[src/sv/ttq_pkg.sv]
// Package with types, codes and constants of the touch tag event qualifier
package ttq_pkg;

    localparam int NUM_SLOTS = 5;
    localparam int SLOT_W    = 3;
    localparam int TAG_W     = 8;
    localparam int COORD_W   = 16;
    localparam int TIME_W    = 32;
    localparam int HOLD_W    = 16;

    localparam logic [HOLD_W-1:0]         LONG_PRESS_RESET = 16'd1000;
    localparam logic signed [COORD_W-1:0] RELEASED_XY      = 16'sh8000;

    // slot modes
    localparam logic [1:0] MODE_IDLE    = 2'd0;
    localparam logic [1:0] MODE_PRESSED = 2'd1;
    localparam logic [1:0] MODE_LONG    = 2'd2;

    // event kinds
    localparam logic [1:0] KIND_PRESS   = 2'd0;
    localparam logic [1:0] KIND_LONG    = 2'd1;
    localparam logic [1:0] KIND_RELEASE = 2'd2;
    localparam logic [1:0] KIND_RESET   = 2'd3;

    // job queue between classifier and event sequencer
    localparam int JOB_DEPTH = 2;
    localparam int JOB_PTR_W = (JOB_DEPTH > 1) ? $clog2(JOB_DEPTH) : 1;
    localparam int JOB_CNT_W = $clog2(JOB_DEPTH + 1);

    // One classified sample: a first event and an optional follow-up press
    typedef struct packed {
        logic [SLOT_W-1:0]         slot;
        logic [1:0]                kind;
        logic [TAG_W-1:0]          tag;
        logic                      two;
        logic [TAG_W-1:0]          tag2;
        logic signed [COORD_W-1:0] x;
        logic signed [COORD_W-1:0] y;
    } t_job;

endpackage

[src/sv/ttq_queue.sv]
// Short job queue between the sample classifier and the event sequencer
module ttq_queue (
    input  logic          i_clk,
    input  logic          i_rst_n,
    input  logic          i_push,
    input  ttq_pkg::t_job i_job,
    output logic          o_full,
    output logic          o_valid,
    output ttq_pkg::t_job o_job,
    input  logic          i_pop
);
    import ttq_pkg::*;

    t_job                 r_mem [JOB_DEPTH];
    logic [JOB_PTR_W-1:0] r_wr_ptr, n_wr_ptr;
    logic [JOB_PTR_W-1:0] r_rd_ptr, n_rd_ptr;
    logic [JOB_CNT_W-1:0] r_count, n_count;

    assign o_full  = (r_count == JOB_CNT_W'(JOB_DEPTH));
    assign o_valid = (r_count != '0);
    assign o_job   = r_mem[r_rd_ptr];

    always_comb begin
        n_wr_ptr = r_wr_ptr;
        n_rd_ptr = r_rd_ptr;
        n_count  = r_count;
        if (i_push) begin
            n_wr_ptr = (r_wr_ptr == JOB_PTR_W'(JOB_DEPTH - 1)) ? '0 : r_wr_ptr + 1'b1;
        end
        if (i_pop) begin
            n_rd_ptr = (r_rd_ptr == JOB_PTR_W'(JOB_DEPTH - 1)) ? '0 : r_rd_ptr + 1'b1;
        end
        if (i_push && !i_pop) begin
            n_count = r_count + 1'b1;
        end else if (i_pop && !i_push) begin
            n_count = r_count - 1'b1;
        end
    end

    always_ff @(posedge i_clk) begin
        if (!i_rst_n) begin
            r_wr_ptr <= '0;
            r_rd_ptr <= '0;
            r_count  <= '0;
        end else begin
            r_wr_ptr <= n_wr_ptr;
            r_rd_ptr <= n_rd_ptr;
            r_count  <= n_count;
        end
    end

    always_ff @(posedge i_clk) begin
        if (i_push) begin
            r_mem[r_wr_ptr] <= i_job;
        end
    end

endmodule

[src/sv/ttq_front.sv]
// Sample classifier: per-slot press state, hold timer compare and job build
module ttq_front (
    input  logic                                i_clk,
    input  logic                                i_rst_n,
    input  logic                                i_cfg_wr_en,
    input  logic [ttq_pkg::HOLD_W-1:0]          i_cfg_wr_data,
    input  logic                                i_accept,
    input  logic [ttq_pkg::SLOT_W-1:0]          i_slot_index,
    input  logic [ttq_pkg::TAG_W-1:0]           i_touch_tag,
    input  logic signed [ttq_pkg::COORD_W-1:0]  i_x_coord,
    input  logic signed [ttq_pkg::COORD_W-1:0]  i_y_coord,
    input  logic [ttq_pkg::TIME_W-1:0]          i_now_ms,
    input  logic                                i_gestures_allow,
    output logic                                o_push,
    output ttq_pkg::t_job                       o_job
);
    import ttq_pkg::*;

    logic [HOLD_W-1:0] r_long_press_ms;
    logic [1:0]        r_mode  [NUM_SLOTS];
    logic [TAG_W-1:0]  r_ptag  [NUM_SLOTS];
    logic [TIME_W-1:0] r_start [NUM_SLOTS];

    logic              in_range;
    logic [SLOT_W-1:0] slot_sel;
    logic [1:0]        cur_mode, n_mode;
    logic [TAG_W-1:0]  cur_ptag, n_ptag;
    logic [TIME_W-1:0] cur_start, n_start;
    logic [TIME_W-1:0] hold;
    logic              long_hit;
    logic              released;
    logic              has_event;
    t_job              job;

    assign in_range  = (i_slot_index < SLOT_W'(NUM_SLOTS));
    assign slot_sel  = in_range ? i_slot_index : '0;
    assign cur_mode  = r_mode[slot_sel];
    assign cur_ptag  = r_ptag[slot_sel];
    assign cur_start = r_start[slot_sel];

    // hold time wraps with the millisecond counter
    assign hold      = i_now_ms - cur_start;
    assign long_hit  = (hold > {{(TIME_W-HOLD_W){1'b0}}, r_long_press_ms});
    assign released  = (i_x_coord == RELEASED_XY) && (i_y_coord == RELEASED_XY);

    always_comb begin
        n_mode    = cur_mode;
        n_ptag    = cur_ptag;
        n_start   = cur_start;
        has_event = 1'b0;
        job.slot  = i_slot_index;
        job.kind  = KIND_PRESS;
        job.tag   = i_touch_tag;
        job.two   = 1'b0;
        job.tag2  = i_touch_tag;
        job.x     = i_x_coord;
        job.y     = i_y_coord;
        unique case (cur_mode) inside
            MODE_PRESSED, MODE_LONG: begin
                if (cur_mode == MODE_PRESSED && i_touch_tag == cur_ptag && long_hit) begin
                    has_event = 1'b1;
                    job.kind  = KIND_LONG;
                    n_mode    = MODE_LONG;
                end else if (i_touch_tag != cur_ptag) begin
                    has_event = 1'b1;
                    n_start   = i_now_ms;
                    job.kind  = released ? KIND_RELEASE : KIND_RESET;
                    job.tag   = cur_ptag;
                    n_ptag    = i_touch_tag;
                    if (i_touch_tag != '0) begin
                        job.two = 1'b1;
                        n_mode  = MODE_PRESSED;
                    end else begin
                        n_mode  = MODE_IDLE;
                    end
                end
            end
            default: begin
                // idle: start time tracks the clock
                n_mode  = MODE_IDLE;
                n_start = i_now_ms;
                if (i_touch_tag != '0 && i_gestures_allow) begin
                    has_event = 1'b1;
                    n_ptag    = i_touch_tag;
                    n_mode    = MODE_PRESSED;
                end
            end
        endcase
    end

    assign o_push = i_accept && in_range && has_event;
    assign o_job  = job;

    always_ff @(posedge i_clk) begin
        if (!i_rst_n) begin
            r_long_press_ms <= LONG_PRESS_RESET;
            for (int i = 0; i < NUM_SLOTS; i++) begin
                r_mode[i]  <= MODE_IDLE;
                r_ptag[i]  <= '0;
                r_start[i] <= '0;
            end
        end else begin
            if (i_cfg_wr_en) begin
                r_long_press_ms <= i_cfg_wr_data;
            end
            if (i_accept && in_range) begin
                r_mode[slot_sel]  <= n_mode;
                r_ptag[slot_sel]  <= n_ptag;
                r_start[slot_sel] <= n_start;
            end
        end
    end

endmodule

[src/sv/ttq_back.sv]
// Event sequencer: unpacks each job into one or two output words
module ttq_back (
    input  logic                                i_clk,
    input  logic                                i_rst_n,
    input  logic                                i_q_valid,
    input  ttq_pkg::t_job                       i_q_job,
    output logic                                o_pop,
    input  logic                                i_out_stall,
    output logic                                o_out_valid,
    output logic [ttq_pkg::SLOT_W-1:0]          o_event_slot,
    output logic [1:0]                          o_event_kind,
    output logic [ttq_pkg::TAG_W-1:0]           o_event_tag,
    output logic signed [ttq_pkg::COORD_W-1:0]  o_event_x,
    output logic signed [ttq_pkg::COORD_W-1:0]  o_event_y,
    output logic                                o_last_event
);
    import ttq_pkg::*;

    logic                      r_out_valid;
    logic                      r_second;
    logic [TAG_W-1:0]          r_tag2;
    logic [SLOT_W-1:0]         r_slot;
    logic [1:0]                r_kind;
    logic [TAG_W-1:0]          r_tag;
    logic signed [COORD_W-1:0] r_x;
    logic signed [COORD_W-1:0] r_y;
    logic                      r_last;
    logic                      load;

    assign load  = !r_out_valid || !i_out_stall;
    assign o_pop = load && !r_second && i_q_valid;

    always_ff @(posedge i_clk) begin
        if (!i_rst_n) begin
            r_out_valid <= 1'b0;
            r_second    <= 1'b0;
        end else if (load) begin
            if (r_second) begin
                r_out_valid <= 1'b1;
                r_second    <= 1'b0;
            end else if (i_q_valid) begin
                r_out_valid <= 1'b1;
                r_second    <= i_q_job.two;
            end else begin
                r_out_valid <= 1'b0;
            end
        end
    end

    always_ff @(posedge i_clk) begin
        if (load) begin
            if (r_second) begin
                r_kind <= KIND_PRESS;
                r_tag  <= r_tag2;
                r_last <= 1'b1;
            end else if (i_q_valid) begin
                r_slot <= i_q_job.slot;
                r_kind <= i_q_job.kind;
                r_tag  <= i_q_job.tag;
                r_tag2 <= i_q_job.tag2;
                r_x    <= i_q_job.x;
                r_y    <= i_q_job.y;
                r_last <= !i_q_job.two;
            end
        end
    end

    assign o_out_valid  = r_out_valid;
    assign o_event_slot = r_slot;
    assign o_event_kind = r_kind;
    assign o_event_tag  = r_tag;
    assign o_event_x    = r_x;
    assign o_event_y    = r_y;
    assign o_last_event = r_last;

endmodule

[src/sv/touch_tag_event_qualifier.sv]
// Top level of the touch tag event qualifier: classifier, job queue, sequencer
//
//  channel   dir  handshake                 payload
//  -------   ---  ------------------------  ---------------------------------------------
//  sample    in   i_in_valid / o_in_stall   slot_index touch_tag x/y now_ms gestures_allow
//  event     out  o_out_valid / i_out_stall event_slot/kind/tag/x/y last_event
//  config    in   i_cfg_wr_en               i_cfg_wr_data (long press threshold, ms)
//
//  A sample word is taken one per cycle while the two-entry job queue has room.
//  Events leave the output register one word per cycle while i_out_stall is low: two words
//  for a release or reset plus a new press, one word for a single event.
//  A sample's job is registered in the job queue, then in the output register.
//  Reset (synchronous, active low) sets all slots idle and the threshold to 1000 ms.
//  o_in_stall rises only when the queue is full; a stalled event word holds.
module touch_tag_event_qualifier (
    input  logic                                i_clk,
    input  logic                                i_rst_n,
    input  logic                                i_cfg_wr_en,
    input  logic [ttq_pkg::HOLD_W-1:0]          i_cfg_wr_data,
    input  logic                                i_in_valid,
    output logic                                o_in_stall,
    input  logic [ttq_pkg::SLOT_W-1:0]          i_slot_index,
    input  logic [ttq_pkg::TAG_W-1:0]           i_touch_tag,
    input  logic signed [ttq_pkg::COORD_W-1:0]  i_x_coord,
    input  logic signed [ttq_pkg::COORD_W-1:0]  i_y_coord,
    input  logic [ttq_pkg::TIME_W-1:0]          i_now_ms,
    input  logic                                i_gestures_allow,
    output logic                                o_out_valid,
    input  logic                                i_out_stall,
    output logic [ttq_pkg::SLOT_W-1:0]          o_event_slot,
    output logic [1:0]                          o_event_kind,
    output logic [ttq_pkg::TAG_W-1:0]           o_event_tag,
    output logic signed [ttq_pkg::COORD_W-1:0]  o_event_x,
    output logic signed [ttq_pkg::COORD_W-1:0]  o_event_y,
    output logic                                o_last_event
);
    import ttq_pkg::*;

    logic q_full;
    logic q_valid;
    logic push;
    logic pop;
    logic accept;
    t_job push_job;
    t_job head_job;

    // take a sample word whenever the queue can hold its job
    assign o_in_stall = q_full;
    assign accept     = i_in_valid && !q_full;

    // classify the sample and advance the slot state on the accept edge
    ttq_front u_front (
        .i_clk            (i_clk),
        .i_rst_n          (i_rst_n),
        .i_cfg_wr_en      (i_cfg_wr_en),
        .i_cfg_wr_data    (i_cfg_wr_data),
        .i_accept         (accept),
        .i_slot_index     (i_slot_index),
        .i_touch_tag      (i_touch_tag),
        .i_x_coord        (i_x_coord),
        .i_y_coord        (i_y_coord),
        .i_now_ms         (i_now_ms),
        .i_gestures_allow (i_gestures_allow),
        .o_push           (push),
        .o_job            (push_job)
    );

    // decouple classification from a stalled output
    ttq_queue u_queue (
        .i_clk   (i_clk),
        .i_rst_n (i_rst_n),
        .i_push  (push),
        .i_job   (push_job),
        .o_full  (q_full),
        .o_valid (q_valid),
        .o_job   (head_job),
        .i_pop   (pop)
    );

    // drain each job as one or two event words
    ttq_back u_back (
        .i_clk        (i_clk),
        .i_rst_n      (i_rst_n),
        .i_q_valid    (q_valid),
        .i_q_job      (head_job),
        .o_pop        (pop),
        .i_out_stall  (i_out_stall),
        .o_out_valid  (o_out_valid),
        .o_event_slot (o_event_slot),
        .o_event_kind (o_event_kind),
        .o_event_tag  (o_event_tag),
        .o_event_x    (o_event_x),
        .o_event_y    (o_event_y),
        .o_last_event (o_last_event)
    );

endmodule

[config.mk]
export PLATFORM = sky130hd
export DESIGN_NAME = touch_tag_event_qualifier
export DESIGN_NICKNAME = d
export VERILOG_FILES = /design/src/sv/ttq_pkg.sv /design/src/sv/ttq_queue.sv /design/src/sv/ttq_front.sv /design/src/sv/ttq_back.sv /design/src/sv/touch_tag_event_qualifier.sv
export SDC_FILE = /design/constraint.sdc
export NUM_CORES = 1
export LEC_CHECK = 0
export BUFFER_PORTS_ARGS = -buffer_cell sky130_fd_sc_hd__clkbuf_2
export CAP_MARGIN = 10
export CORE_ASPECT_RATIO = 1.1
export CORE_MARGIN = 2
export CORE_UTILIZATION = 45
export CTS_BUF_LIST = sky130_fd_sc_hd__clkbuf_8
export DETAILED_ROUTE_END_ITERATION = 8
export GPL_ROUTABILITY_DRIVEN = 0
export PLACE_DENSITY = 0.63
export SYNTH_ARGS = -nofsm -noshare
export SYNTH_HDL_FRONTEND = slang
export SYNTH_SLANG_ARGS = --single-unit
[constraint.sdc]
create_clock -name i_clk -period 10.4 [get_ports i_clk]
set_clock_uncertainty 0.15 [all_clocks]
set_input_delay 0.52 -clock i_clk [delete_from_list [all_inputs] [get_ports i_clk]]
set_output_delay 0.52 -clock i_clk [all_outputs]
set_load 0.02 [all_outputs]
[Yosys cells after proc, flatten, opt, wreduce, memory -nomap -nowiden]
Memories as Yosys holds them, arrays and structs flattened. A register that Yosys moved wholly into a read port is not among the register bits.
Index checks and enable logic that the tools add are counted.
Storage, ports and cells
  flip-flop bits (word level): 76
  RAM bits: 318
  output and inout port bits: 48
  word-level logic and storage cells: 113
  memories kept: 4
Cells by class
  add/sub/neg operators: 5
  $lt $le $gt $ge: 2
  equality and inequality tests: 7
  mux-type cells: 52
  bitwise gates (word level): 1
  reductions and logical operators: 29
Memory list
  u_front.r_start: words 5, width 32, read ports 1, clocked after memory_dff 0, write ports 5, RTL line ttq_front.sv:22  | logic [TIME_W-1:0] r_start [NUM_SLOTS];
  u_queue.r_mem: words 2, width 54, read ports 1, clocked after memory_dff 1, write ports 1, RTL line ttq_queue.sv:14  | t_job r_mem [JOB_DEPTH];
  u_front.r_ptag: words 5, width 8, read ports 1, clocked after memory_dff 0, write ports 5, RTL line ttq_front.sv:21  | logic [TAG_W-1:0] r_ptag [NUM_SLOTS];
  u_front.r_mode: words 5, width 2, read ports 1, clocked after memory_dff 0, write ports 5, RTL line ttq_front.sv:20  | logic [1:0] r_mode [NUM_SLOTS];
Operator list (number)
  32-bit two-way mux: 4
  8-bit two-way mux: 7
  16-bit equality test (second input constant): 2
  32-bit by 16-bit > comparator with 1-bit output: 1
  32-bit OR reduction: 1
  32-bit subtractor: 1
  1-bit two-way mux: 26
  11-bit two-way mux: 2
  2-bit two-way mux: 8
  3-bit two-way mux: 4
  1-bit logical AND: 11
  9-bit two-way mux: 1
  8-bit equality test: 1
  8-bit != test: 1
  8-bit nonzero test: 1
  8-bit OR reduction: 1
  1-bit zero test: 7
  2-bit nonzero test: 3
  2-bit equality test (second input constant): 2
  2-bit OR reduction: 2
  3-bit less-than comparator (second input constant): 1
  3-bit AND reduction: 1
  1-bit adder (second input constant): 2
  2-bit by 1-bit adder with 2-bit output (second input constant): 1
  other kinds (5): 5

[Depth between registers and ports, before layout]
Gate-level depths: netlist of the first run.
An unclocked memory read counts as a cell.
  depth in word-level cells: 13
  mapped depth: 35

[Modules after synthesis]
Synthesis of the first run repeated with hierarchy kept, for this count alone.
Unflattened totals
  cell total of the unflattened synthesis: 1686
  area total of the unflattened synthesis: 20170.6 um^2
Modules (own cells, without submodules)
  ttq_front: times used 1, cells an instance 1417, area each 14159.8 um^2, seq. area each 6626.4 um^2
  ttq_queue: times used 1, cells an instance 190, area each 4134.0 um^2, seq. area each 3343.2 um^2
  ttq_back: times used 1, cells an instance 78, area each 1863.0 um^2, seq. area each 1661.6 um^2
  touch_tag_event_qualifier: times used 1, cells an instance 1, area each 13.8 um^2, seq. area each 0.0 um^2

[Worst setup path after synthesis of the first run]
OpenSTA, ideal clock, no wires.
  path kind: input to register
  from: input port i_slot_index[1] (netlist bit)
  to: memory u_queue.r_mem[0][0] (netlist bit), enable pin
  setup time: 0.466 ns
  data arrival time: 8.050 ns
  data required time: 9.784 ns
  setup slack: 1.734 ns
  stages on the path: 30
  buffers on the path: 5
  path through: buf_2 > buf_2 > buf_2 > buf_1 > mux4_2 > nand2_1 > o21ai_0 > inv_1 > ha_1 > clkbuf_1 > nand2_1 > or2_2 > a2111o_1 > nor2_1 > or3_1 > a21oi_1 > o21bai_1 > a21oi_1 > xnor2_1 > ha_1 > nand2_1 > nor4_1 > a221o_1 > a2111oi_0 > o311ai_0 > nor4_1 > and2_0 > a41oi_1 > o21ai_2 > nor2_1
On the way
  longest elaborated chain between the ends: 11
  elaborated cells between the ends (all ways): 21
Ends and longest elaborated chain
  start: declaration: RTL line touch_tag_event_qualifier.sv:22  | input logic [ttq_pkg::SLOT_W-1:0] i_slot_index,
  3-bit less-than comparator: RTL line ttq_front.sv:35  | assign in_range = (i_slot_index < SLOT_W'(NUM_SLOTS));
  3-bit two-way mux: RTL line ttq_front.sv:36  | assign slot_sel = in_range ? i_slot_index : '0;
  memory 5 x 32 bit (tied with other cells)
  32-bit subtractor (tied with other cells): RTL line ttq_front.sv:42  | assign hold = i_now_ms - cur_start;
  32-bit by 16-bit > comparator with 1-bit output / 1-bit logical AND (equally long branches): RTL line ttq_front.sv:43, ttq_front.sv:60
  1-bit logical AND: RTL line ttq_front.sv:60  | if (cur_mode == MODE_PRESSED && i_touch_tag == cur_ptag && long_hit) begin
  1-bit two-way mux: RTL line ttq_front.sv:60
  1-bit two-way mux: RTL line ttq_front.sv:58  | unique case (cur_mode) inside
  1-bit logical AND (*): RTL line ttq_front.sv:91  | assign o_push = i_accept && in_range && has_event;
  1-bit two-way mux (*): RTL line ttq_queue.sv:53  | if (i_push) begin
  1-bit two-way mux (not written as such) (*): RTL line ttq_queue.sv:54  | r_mem[r_wr_ptr] <= i_job;
  end: declaration: RTL line ttq_queue.sv:14
Mark *: on every way between the ends. The rest lies on a longest branch, timed or not.

[Worst setup path after layout of the first run]
  from: input port i_slot_index[2] (netlist bit)
  to: register u_queue.r_count[1]
On the way
  longest elaborated chain between the ends: 12
  elaborated cells between the ends (all ways): 24
Ends and longest elaborated chain
  3-bit less-than comparator: RTL line ttq_front.sv:35
  3-bit two-way mux: RTL line ttq_front.sv:36
  memory 5 x 32 bit (tied with other cells)
  32-bit subtractor (tied with other cells): RTL line ttq_front.sv:42
  32-bit by 16-bit > comparator with 1-bit output / 1-bit logical AND (equally long branches): RTL line ttq_front.sv:43, ttq_front.sv:60
  1-bit logical AND: RTL line ttq_front.sv:60
  1-bit two-way mux: RTL line ttq_front.sv:60
  1-bit two-way mux: RTL line ttq_front.sv:58
  1-bit logical AND (*): RTL line ttq_front.sv:91
  named net push: RTL line touch_tag_event_qualifier.sv:41  | logic push;
  1-bit zero test: RTL line ttq_queue.sv:35  | end else if (i_pop && !i_push) begin
  1-bit logical AND: RTL line ttq_queue.sv:35
  2-bit nonzero test (no source line)
  end signal: assignment: RTL line ttq_queue.sv:48  | r_count <= n_count;
  end: declaration: RTL line ttq_queue.sv:17  | logic [JOB_CNT_W-1:0] r_count, n_count;
The timed path passes the listed nets; every way through them passes the cells marked *.
A chain may end at the register's enable or synchronous reset.

==> results of run 1 <==
## kinds of logic (layout without fill, tap and decap cells)
kind of cell / count (synthesis) / count (layout)
XOR/XNOR: 36 / 36
AND/OR/NAND/NOR: 478 / 478
flip-flops: 395 / 395
adder cells (fa/ha/maj): 50 / 50
buffers and inverters: 143 / 398
multiplexers: 198 / 198
AO/OA/AOI/OAI: 215 / 215
## routing by layer
| layer | GRT usage (%) | wire length [um] |
|---|---|---|
| met3 | 4.33 | 3280 |
| met5 | 0 | 13 |
| met1 | 28.1 | 20100 |
| met2 | 35.0 | 22600 |
| met4 | 7.89 | 1130 |
## sequential cells by signal (all words and copies together), names as in the netlist, 2 cells and up, named ones only
signal	flops
u_back.r_tag2	8
u_front.r_ptag	40
u_front.r_long_press_ms	16
u_queue.r_count	2
u_back.o_event_x	16
u_queue.r_mem	108
u_back.o_event_tag	8
u_back.o_event_slot	3
u_front.r_mode	10
u_back.o_event_kind	2
u_front.r_start	160
u_back.o_event_y	16
## final cells by class
cell class / instances / area, um2
inverter: 63 / 236
sequential: 395 / 11600
timing repair buffer: 217 / 1400
multi-input combinational: 977 / 7090
clock buffer: 71 / 977
fill: 3616 / 19800
tap: 567 / 709
clock inverter: 47 / 314
## report_power, final
group / leakage, nW / internal [mW] / switching [mW] / total, mW
Combinational: 3.80 / 0.331 / 0.573 / 0.904
Sequential: 3.86 / 1.96 / 0.0693 / 2.03
Clock: 0.721 / 0.732 / 0.614 / 1.35
## cells in the final DEF, fill, tap and decap left out, types with 40 or more instances in the layout
cell | netlist | routed
edfxtp_1 | 372 | 372
nor2_1 | 248 | 247
clkbuf_2 | 0 | 143
mux2i_1 | 107 | 107
nand2_1 | 100 | 95
inv_1 | 62 | 81
o21ai_0 | 72 | 72
clkbuf_8 | 0 | 71
dlygate4sd3_1 | 0 | 53
mux2_2 | 51 | 51
ha_1 | 48 | 48
a21oi_1 | 42 | 42
mux4_2 | 40 | 40
## path summary, 6_finish.rpt
kind / to / slack [ns]
worst max-delay path: u_queue.r_count[1]$_SDFFE_PN0P_ / 3.13
worst min register to register: u_front.r_long_press_ms[5]$_SDFFE_PN1P_ / 0.36
worst min-delay path: u_queue.r_mem[0][36]$_DFFE_PP_ / 0.06
worst max register to register: u_queue.r_count[1]$_SDFFE_PN0P_ / 3.42
## through the flow
stage | hold WS [ns] | setup slack, ns | cell area (um2)
floorplan | 0.305 | 1.73 | 19200
global placement | 0.352 | 2.67 | 20500
detailed placement | 0.360 | 2.50 | 20500
CTS | 0.000600 | 3.14 | 22400
global route | 0.0237 | 2.42 | 22400
finish | 0.0565 | 3.13 | 22400
==> flow_summary_export.csv, run 1 <==
group,metric,value,unit
synthesis,postSynthCellCount,1515,
die,initial_core_util,45.6,%
layout,utilization,53.0,%
synthesis,syn-num-nets,1661,
routing,drt_iter0_drc,978,
power_and_ir_drop,powerDensity,191,nW/um2
worst_setup_path,cp_num_cells,30,
grt,grt-ovfl-total,0,
sta,setup_viol,0,
worst_setup_path,critPathLaunch,"i_slot_index[2]",
power_and_ir_drop,report.power.total,4.28,mW
synthesis,yosysMostFrequentCell,"edfxtp_1",
clock_network,cts_tree,"done",
grt,grt_pass1_vias,13100,
power_and_ir_drop,ir_drop,77.5,uV
sta,finalCriticalPeriod,7.27,ns
synthesis,synth_cell_type_count,80,
worst_setup_path,critical_path_class,"input port to flip-flop",
routing,avgRoutedWirePerCell,20.2,um
synthesis,synth_top_area_share,58.1,%
sta,fmax,137,MHz
min_path,holdCritStartpoint,"i_touch_tag[4]",
min_path,hold_path_class,"input port to flip-flop",
clock_network,clock_tree.htree_level_count,3,
synthesis,synth-simple-area-share,11.3,%
synthesis,ys_top_cells_by_count,"edfxtp_1 (372), nor2_1 (248), mux2i_1 (107)",
clock_network,cts_made_buffers,67,
die,die_y,221,um
placement,portBuffers,144,
die,die_area,44400,um2
clock_network,clkTransAtPathRegs,0.06,ns
routing,vias_per_cell,5.53,
outcome,run_status,"finished, final reports clean",
layout,area_growth,16.3,%
die,fp.coreArea,42200,um2
synthesis,synth_flop_cell,"edfxtp_1",
layout,diodes,0,
run,cap_violations,0,
synthesis,synth_edf_count,372,
synthesis,ys_seq_elements,395,
die,die_w,201,um
min_path,hold_depth,1,
clock_network,postCtsHoldBufs,53,
clock_network,clockBufferDepth,3,
layout,final_cell_count_no_fill,2337,
worst_setup_path,arrival,7.66,ns
grt,grt_usage,21.3,%
worst_setup_path,cp.buffers_inverters,5,
synthesis,synth_area_leader_cell,"edfxtp_1",
placement,dpl.hpwl,30200,um
synthesis,ys_async_sr_fraction,0,%
clock_network,postCtsSetupBuffers,0,
synthesis,yosys.area_share.adder,3.28,%
routing,vias,12900,
clock_network,insertion_delay,0.62,ns
synthesis,synth-seq-area-share,60.5,%
layout,finalNetCount,1867,
routing,drtAntennaViolNets,0,
worst_setup_path,start_kind,"input port",
grt,grt_pass1_wl,73100,um
power_and_ir_drop,leakagePower,8.38,nW
synthesis,yosys-top-cells-area,"edfxtp_1 (58%), mux2i_1 (5.6%), nor2_1 (4.8%), mux4_2 (4.7%), ha_1 (3.1%)",
sta,drv_slew,0,
grt,grt_max_degree,55,
synthesis,yosysWarnings,0,
clock_network,cts.repair.resized,0,
worst_setup_path,slowest_stage,"buf_4",
layout,drive_gt1_share,20.9,%
sta,slew_headroom,41.6,%
sta,hold_viol_final,0,
worst_setup_path,critPathRequiredTime,10.79,ns
grt,antenna_found_initial,1,
synthesis,synth_area,19200,um2
worst_setup_path,worst_setup_path_end_kind,"flip-flop",
synthesis,yosys-mux-area-fraction,13.2,%
routing,wl,47100,um
synthesis,synth_xor_area_share,1.64,%
die,rows,79,
synthesis,synth_top_family_by_area,"multiplexers",
routing,dr.pass1.iters,5,
worst_setup_path,critPathTopFamily,"simple AND/OR/NAND/NOR gates",
worst_setup_path,critPathMaxFanout,43,
worst_setup_path,worstRegToRegCells,27,
clock_network,clkSinkCount,395,
sta,rsz0062_at_grt,"no",
sta,worst_pin_slew,0.874,ns
sta,setup-tns-final,0,ns
synthesis,synth_compound_area_share,7.17,%
die,io_pins,145,
placement,dp.cells,2165,
worst_setup_path,r2r-start,"u_front.r_start[0][0]$_SDFFCE_PN0P_",
worst_setup_path,cp_slowest_stage_delay,0.53,ns
sta,fin_crit_sh,69.9,%
routing,route.detailed.drc,0,
clock_network,cts_root_buffer,"clkbuf_8",
synthesis,syn_avg_cell_area,12.7,um2
Note: power is estimated with default switching activity, not from simulation.
==> inputs of run 2 (changes only) <==
==> constraint.sdc (replaced) <==
create_clock -name i_clk -period 6.8 [get_ports i_clk]
set_clock_uncertainty 0.15 [all_clocks]
set_input_delay 0.34 -clock i_clk [delete_from_list [all_inputs] [get_ports i_clk]]
set_output_delay 0.34 -clock i_clk [all_outputs]
set_load 0.02 [all_outputs]
==> run 2 against run 1 <==
Sequential share of layout area down 0.96 points. Sequential cell count unchanged. First-iteration DRC count up 2.4%. Die area unchanged. Final cell count up 2.1%. Clock-buffer cell count down 2. Critical endpoint unchanged. Worst hold slack worse by 0.0071 ns. Power up 54%. Non-clock buffer count up 42. Largest cell class unchanged. Highest routed layer unchanged.
==> flow_summary_export.csv, run 2 (synthesized netlist as in run 1, its figures left out) <==
group,metric,value,unit
grt,grt-ovfl-total,0,
routing,vias_per_cell,5.55,
power_and_ir_drop,powerDensity,290,nW/um2
worst_setup_path,start_kind,"flip-flop",
sta,drv_slew,0,
layout,area_growth,18.5,%
routing,route.detailed.drc,0,
power_and_ir_drop,p_switching,2.00,mW
placement,portBuffers,144,
power_and_ir_drop,power_frac_seq,47.0,%
grt,antenna_found_initial,2,
routing,wl,49600,um
clock_network,clock_tree.htree_level_count,3,
clock_network,cts_tree,"done",
sta,hold_viol_final,0,
layout,final_cell_mix,"edfxtp_1 (372), nor2_1 (247), clkbuf_2 (143)",
die,initial_core_util,45.6,%
run,cap_violations,0,
power_and_ir_drop,p_comb_share,21.9,%
sta,setup-tns-final,0,ns
die,die_w,201,um
sta,finalCriticalPeriod,6.42,ns
routing,drtAntennaViolNets,0,
grt,grt_pass1_wl,77300,um
die,rows,79,
worst_setup_path,critPathMaxFanout,3,
placement,dpl.hpwl,31600,um
sta,setup_viol,0,
grt,grt_usage,22.5,%
worst_setup_path,worst_setup_path_end_kind,"flip-flop",
grt,grt_max_degree,55,
die,die_area,44400,um2
worst_setup_path,critPathRequiredTime,7.21,ns
min_path,hold_path_class,"input port to flip-flop",
grt,grt_pass1_vias,13600,
layout,layout_commonest_cell,"edfxtp_1",
die,io_pins,145,
routing,vias,13200,
power_and_ir_drop,p_clk_share,31.2,%
sta,worst_pin_slew,1.14,ns
power_and_ir_drop,internal_power,4.62,mW
power_and_ir_drop,ir_drop,153,uV
layout,n_fill_cell,3590,
clock_network,clkSinkCount,395,
worst_setup_path,critical_path_class,"flip-flop to flip-flop",
die,fp.coreArea,42200,um2
clock_network,insertion_delay,0.64,ns
clock_network,clkTransAtPathRegs,0.06,ns
routing,dr.pass1.iters,5,
routing,avgRoutedWirePerCell,20.8,um
sta,rsz0062_at_grt,"no",
clock_network,cts_made_buffers,68,
clock_network,postCtsSetupBuffers,0,
routing,drt_iter0_drc,1001,
sta,holdWs,0.0494,ns
outcome,run_status,"finished, final reports clean",
clock_network,clockBufferDepth,3,
power_and_ir_drop,leakagePower,8.61,nW
layout,drive_gt1_share,22.4,%
layout,top_register,"u_front.r_start",
sta,slew_headroom,24.2,%
power_and_ir_drop,netSwitchingFraction,30.2,%
layout,largest_reg_flops,160,
sta,fin_crit_sh,94.4,%
die,die_y,221,um
layout,largestRegisters,"u_front.r_start x160, u_queue.r_mem x108, u_front.r_ptag x40",
sta,fmax,156,MHz
worst_setup_path,arrival,6.83,ns
layout,finalNetCount,1910,
clock_network,cts_root_buffer,"clkbuf_8",
run 2: changes by cell type in the layout (fill, tap and decap cells not counted), moves of 2 or more:
cell and change:
inv_6 +4, clkinv_2 +6, buf_12 +3, clkinvlp_4 -2, dlygate4sd3_1 +14, clkbuf_8 -2
buf_4 +25
run 2: power by group through the flow:
stage / logic, mW / registers (mW) / clock network, mW
2_1_floorplan: 0.811 / 3.26 / 0
3_3_place_gp: 1.38 / 3.15 / 0
3_5_place_dp: 1.40 / 3.16 / 0
4_1_cts: 1.44 / 3.11 / 2.12
5_1_grt: 1.57 / 3.13 / 2.23
6_report: 1.45 / 3.11 / 2.06
run 2: worst max-delay path, cell delays in order, from the launching register on:
cell       delay, ns
edfxtp_1        0.39
mux4_2          0.47
nand2_1         0.07
o21ai_0         0.10
ha_1            0.23
fa_1            0.39
or2_2           0.30
a2111o_1        0.34
nor2_1          0.14
or3_4           0.16
a21oi_1         0.10
o21bai_1        0.15
a21oi_1         0.09
xnor2_1         0.13
ha_1            0.30
nand2_1         0.10
nor4_4          0.31
nand4_1         0.19
a2111oi_2       0.39
o311ai_1        0.15
nor4_1          0.31
and2_4          0.22
a41oi_1         0.11
o21ai_2         0.16
inv_1           0.06
ha_1            0.32
or3_1           0.36
a21boi_1        0.15
run 2: area by class of cell:
cell class | count | area (um2) | share of cell area, %
repair buffers | 259 | 1790 | 7.86
clock inverters | 56 | 342 | 1.50
flip-flops and latches | 395 | 11600 | 51.0
inverters | 63 | 236 | 1.04
multi-input cells | 977 | 7120 | 31.3
clock buffers | 69 | 950 | 4.17
diodes | 1 | 2.50 | 0.0110
well taps | 567 | 709 | 3.11
run 2: path summary, 6_finish.rpt:
path                                        endpoint  slack, ns  cells after the start                                     from
min reg2reg  u_front.r_long_press_ms[6]$_SDFFE_PN1P_       0.34                      2  u_front.r_long_press_ms[6]$_SDFFE_PN1P_
min             u_front.r_start[3][18]$_SDFFCE_PN0P_       0.05                      3                             i_now_ms[18]
max reg2reg          u_queue.r_count[1]$_SDFFE_PN0P_       0.38                     27      u_front.r_start[0][0]$_SDFFCE_PN0P_
max                  u_queue.r_count[1]$_SDFFE_PN0P_       0.38                     27      u_front.r_start[0][0]$_SDFFCE_PN0P_
run 2: per-stage QoR:
step           setup slack [ns]  power [mW]  cell area, um2  instances  utilization [%]
6_report                  0.382        6.62           22800       2387             54.0
5_1_grt                 0.00469        6.93           22800       2387             54.0
4_1_cts                   0.202        6.67           22800       2386             53.9
3_5_place_dp              0.106        4.56           20800       2194             49.3
3_3_place_gp              0.263        4.54           20800       2194             49.3
2_1_floorplan           0.00352        4.07           19300       1515                -
run 2: layer usage:
layer / GRT usage [%] / share of wire [%] / up-vias / wire, um
met4: 9.58 / 3.5 / 2 / 1740
met5: 0 / 0.020 / - / 10
li1: - / - / 6162 / -
met2: 36.5 / 47 / 522 / 23200
met3: 4.06 / 6.6 / 114 / 3260
met1: 30.0 / 43 / 6441 / 21400
run 2: timing repair:
item | 4_1_cts | 5_1_grt
hold buffers | 67 | 0
setup endpoints to repair | 0 | 29
resized for setup | 0 | 9
hold endpoints to repair | 146 | 0
